$ cat config.mk
export PLATFORM = sky130hd
export DESIGN_NAME = tmlr_serializer
export DESIGN_NICKNAME = d
export VERILOG_FILES = /design/src/sv/tmlr_pkg.sv /design/src/sv/tmlr_serializer.sv
export SDC_FILE = /design/constraint.sdc
export NUM_CORES = 1
export LEC_CHECK = 0
export BUFFER_PORTS_ARGS = -buffer_cell sky130_fd_sc_hd__buf_2
export CAP_MARGIN = 10
export CORE_ASPECT_RATIO = 2
export CORE_UTILIZATION = 50
export CTS_CLUSTER_DIAMETER = 80
export DETAILED_ROUTE_END_ITERATION = 10
export PLACE_DENSITY_LB_ADDON = 0.08
export SLEW_MARGIN = 20
export SYNTH_ARGS = -nofsm -noshare
export SYNTH_HDL_FRONTEND = slang
export SYNTH_SLANG_ARGS = --single-unit
$ cat constraint.sdc
create_clock -name clk -period 4.2 [get_ports clk]
set_input_delay 0.21 -clock clk [delete_from_list [all_inputs] [get_ports clk]]
set_output_delay 0.21 -clock clk [all_outputs]
set_load 0.02 [all_outputs]
$ cat src/sv/tmlr_pkg.sv
`timescale 1ns / 1ps
// shared types and constants for the tile map line renderer
// no dependencies

package tmlr_pkg;

  localparam int VIDEO_BYTES = 8192;
  localparam int ADDR_W      = $clog2(VIDEO_BYTES);

  // input kinds carried on s_tuser
  localparam logic OP_WRITE  = 1'b0;
  localparam logic OP_RENDER = 1'b1;

  // register indexes on the config port
  localparam logic [1:0] REG_SCROLL_X    = 2'd0;
  localparam logic [1:0] REG_SCROLL_Y    = 2'd1;
  localparam logic [1:0] REG_MAP_SELECT  = 2'd2;
  localparam logic [1:0] REG_DATA_SELECT = 2'd3;

  // map base 0x1800 / 0x1C00: top two address bits set, bit 10 picks the map
  localparam logic [1:0] MAP_HI_BITS = 2'b11;

  localparam logic [8:0] VIEW_W = 9'd160;
  localparam logic [8:0] VIEW_H = 9'd144;

  localparam logic [1:0] COLOUR_GRID    = 2'd1;
  localparam logic [1:0] COLOUR_OUTLINE = 2'd3;

  // one fetched tile line, handed to the pixel serializer
  typedef struct packed {
    logic [7:0] lo;
    logic [7:0] hi;
    logic [4:0] row;
    logic [4:0] col;
    logic [2:0] line;
  } line_t;

  function automatic logic [7:0] shade_of(input logic [1:0] colour);
    logic [7:0] s;
    unique case (colour)
      2'd0: s = 8'd255;
      2'd1: s = 8'd128;
      2'd2: s = 8'd64;
      default: s = 8'd0;
    endcase
    return s;
  endfunction

endpackage

$ cat src/sv/tmlr_serializer.sv
`timescale 1ns / 1ps
// turns one fetched tile line into eight pixel words with grid and viewport outline
// uses tmlr_pkg

module tmlr_serializer (
  input  logic                  clk,
  input  logic                  rst,
  input  logic [7:0]            scroll_x,
  input  logic [7:0]            scroll_y,
  input  logic                  in_valid,
  input  tmlr_pkg::line_t       in_line,
  output logic                  in_ready,
  output logic                  m_tvalid,
  input  logic                  m_tready,
  output logic [23:0]           m_tdata,   // pixel_x, pixel_y, shade
  output logic                  m_tlast    // last_pixel
);
  import tmlr_pkg::*;

  logic       busy;
  logic [2:0] pix;
  line_t      cur;
  logic       adv;

  logic [7:0] x;
  logic [7:0] y;
  logic [2:0] bit_sel;
  logic [1:0] colour;
  logic [8:0] x_right;
  logic [8:0] y_bottom;
  logic       on_vert;
  logic       on_horz;

  assign adv      = busy && (!m_tvalid || m_tready);
  assign in_ready = !busy || (adv && pix == 3'd7);

  always_comb begin
    x        = {cur.col, pix};
    y        = {cur.row, cur.line};
    bit_sel  = 3'd7 - pix;
    x_right  = {1'b0, scroll_x} + VIEW_W;
    y_bottom = {1'b0, scroll_y} + VIEW_H;
    colour   = {cur.hi[bit_sel], cur.lo[bit_sel]};
    if (pix == 3'd0 || cur.line == 3'd0) begin
      colour = COLOUR_GRID;
    end
    // edges compare against the wrapped position, spans compare without wrap
    on_vert = (x == scroll_x || x == x_right[7:0]) &&
              (y > scroll_y) && ({1'b0, y} < y_bottom);
    on_horz = (y == scroll_y || y == y_bottom[7:0]) &&
              (x > scroll_x) && ({1'b0, x} < x_right);
    if (on_vert || on_horz) begin
      colour = COLOUR_OUTLINE;
    end
  end

  // pix wraps back to zero on the eighth word, so it is zero whenever a line loads
  always_ff @(posedge clk) begin
    if (rst) begin
      busy     <= 1'b0;
      pix      <= 3'd0;
      m_tvalid <= 1'b0;
    end else begin
      if (adv) begin
        m_tvalid <= 1'b1;
        m_tdata  <= {shade_of(colour), y, x};
        m_tlast  <= (pix == 3'd7);
        pix      <= pix + 3'd1;
      end else if (m_tready) begin
        m_tvalid <= 1'b0;
      end
      if (in_valid && in_ready) begin
        cur  <= in_line;
        busy <= 1'b1;
      end else if (adv && pix == 3'd7) begin
        busy <= 1'b0;
      end
    end
  end

endmodule

==> results.sh <==
export IMPL_outcome="completed"
export IMPL_synthTopCellsByArea="edfxtp_1, ha_1, dfxtp_1, inv_1, mux4_1"
export IMPL_drc_errors=0
export IMPL_layout_drive_gt1_share_pct=34.2
export IMPL_worstMarginPinSlew_ps=761
export IMPL_hp_class="in2reg"
export IMPL_gp_congestion=0.771
export IMPL_diodes=0
export IMPL_synthCells=185
export IMPL_crit_fanout=20
export IMPL_avgRoutedWirePerCell_um=14.6
export IMPL_syn_avg_cell_area_um2=14.0
export IMPL_nets=339
export IMPL_grt_max_degree=21
export IMPL_fin_setup_tns_ps=0
export IMPL_synthesis_area_um2=2590
export IMPL_synth_ff_type="edfxtp_1"
export IMPL_period_share_pct=56.4
export IMPL_clk_latency_ps=310
export IMPL_slew_headroom_pct=49.0
export IMPL_gr_total_overflow=0
export IMPL_ys_seq_elements=54
export IMPL_synth_top_area_share_pct=56.8
export IMPL_post_dp_hpwl_um=3770
export IMPL_ys_warn_count=0
export IMPL_cts_tree="built"
export IMPL_vias_per_cell=5.29
export IMPL_floorplan_initialDensity_pct=52.7
export IMPL_h_tree_depth=2
export IMPL_powerDensity_nw_per_um2=347
export IMPL_rsz0062_at_grt="false"
export IMPL_cts_hold_buffers_added=0
export IMPL_synthesis_nets=262
export IMPL_grt_usage_pct=18.9
export IMPL_dieArea_um2=5490
export IMPL_ctsRootBufferMaster="clkbuf_8"
export IMPL_grt_pass1_wl_um=7440
export IMPL_drt_iter0_drc=26
export IMPL_required_ps=4190
export IMPL_io_buffers=75
export IMPL_path_class="reg2reg"
export IMPL_cts_resized=0
export IMPL_io_pins=76
export IMPL_setup_viol_count_final=0
export IMPL_rows=36
export IMPL_clk_pin_slew_ps=100
export IMPL_yosys_area_top_type="edfxtp_1"
export IMPL_drv_slew=0
export IMPL_ys_async_sr_fraction_pct=0
export IMPL_vias=1692
export IMPL_clock_path_buffers=2
export IMPL_routed_wl_um=4680
export IMPL_fillers=454
export IMPL_area_delta_synth_final_pct=20.2
export IMPL_p_leak_uw=0.00139
export IMPL_ir_drop_mv=0.417
export IMPL_synthTopCellsByCount="edfxtp_1, ha_1, inv_1"
export IMPL_drt_first_pass_iters=4
export IMPL_skew_ps=13.0
export IMPL_endpoint_kind="flip-flop"
export IMPL_finish_utilization_pct=63.4
export IMPL_die_x_um=52.9
export IMPL_fp_coreArea_um2=4910
export IMPL_arrival_ps=2360
export IMPL_maxCapViolCount=0
export IMPL_hold_violations=0
export IMPL_ys_types=34
export IMPL_start_kind="flip-flop"
export IMPL_cts_buffers=5
export IMPL_synth_most_common_cell="edfxtp_1"
export IMPL_period_needed_ps=2370
export IMPL_post_cts_setup_buffers=0
export IMPL_die_h_um=104
export IMPL_detail_route_antenna_nets=0
export IMPL_synth_edf_count=49
export IMPL_grt_pass1_vias=1759
export IMPL_grt_antenna_before_repair=0
export IMPL_synth_seq_area_share_pct=60.7
export IMPL_clock_fmax_ghz=0.422
export IMPL_cts_sinks=54
placed cells by master, fill, tap and decap left out, types with 2 or more instances in the layout:
| master | instances |
|---|---|
| and3_1 | 2 |
| nand2_1 | 7 |
| a21o_1 | 5 |
| nand3_1 | 6 |
| dfxtp_1 | 5 |
| nor2_1 | 7 |
| and4_1 | 2 |
| o211ai_1 | 2 |
| nand4_1 | 4 |
| clkbuf_8 | 5 |
| o21ai_0 | 3 |
| buf_2 | 75 |
| xnor2_1 | 3 |
| a21oi_1 | 13 |
| edfxtp_1 | 49 |
| mux4_1 | 3 |
| inv_1 | 23 |
| ha_1 | 28 |
| clkinv_2 | 2 |
worst max-delay path, stage by stage, from the launching register on:
cell and delay [ps]:
dfxtp_1 510, ha_1 220, ha_1 170, a21oi_1 110, nor3b_2 640, buf_4 400
per-layer routing:
layer / vias up / GRT usage (%) / share of wire, %
li1: 841 / - / -
met4: 0 / 10.7 / 4.2
met5: - / 0 / 0
met2: 58 / 35.8 / 57
met1: 776 / 17.1 / 35
met3: 17 / 3.23 / 3.8
per-stage QoR:
step	setup slack, ps	hold slack, ps	cell area, um^2	std cells	total power, uW
after floorplan	711	279	2590	185	729
after global placement	1900	386	3000	312	777
after detailed placement	1810	388	3000	312	781
after CTS	1790	62.0	3110	320	1090
after global routing	1680	61.6	3110	320	1120
final	1830	71.5	3110	320	1080
state kept, by name, indices dropped and copies added, names as in the netlist:
| name | flops |
|---|---|
| cur | 29 |
| m_tdata | 19 |
| pix | 3 |
| busy | 1 |
| m_tlast | 1 |
| m_tvalid | 1 |
final timing paths:
kind         depth (start not counted)    endpoint        from  slack [ps]
min                                  1      cur[7]  in_line[7]          70
min reg2reg                          0  m_tdata[3]      cur[3]         460
max reg2reg                          5      cur[6]      pix[1]        1830
max                                  5      cur[6]      pix[1]        1830
power by group:
| part | total, uW | leakage [uW] | switching [uW] | internal [uW] |
|---|---|---|---|---|
| Sequential | 623 | 0.000496 | 13.1 | 610 |
| Combinational | 144 | 0.000843 | 77.7 | 66.8 |
| Clock | 312 | 0.0000561 | 160 | 152 |
area by class of cell:
class | count | area [um^2] | share of cell area (%)
Clock buffer | 6 | 93.8 | 3.02
Clock inverter | 2 | 10.0 | 0.322
Inverter | 23 | 86.3 | 2.78
Multi-Input combinational cell | 102 | 895 | 28.8
Sequential cell | 54 | 1570 | 50.5
Tap cell | 57 | 71.3 | 2.29
Timing Repair Buffer | 76 | 383 | 12.3
logic make-up after synthesis:
family	synth area share (%)
fa+ha+maj	13.5
buf+inv	5.22
flops	60.7
simple gates	7.30
compound gates	7.59
xor+xnor	1.35
mux	4.30
No activity file was read; power rests on OpenSTA's default activity.
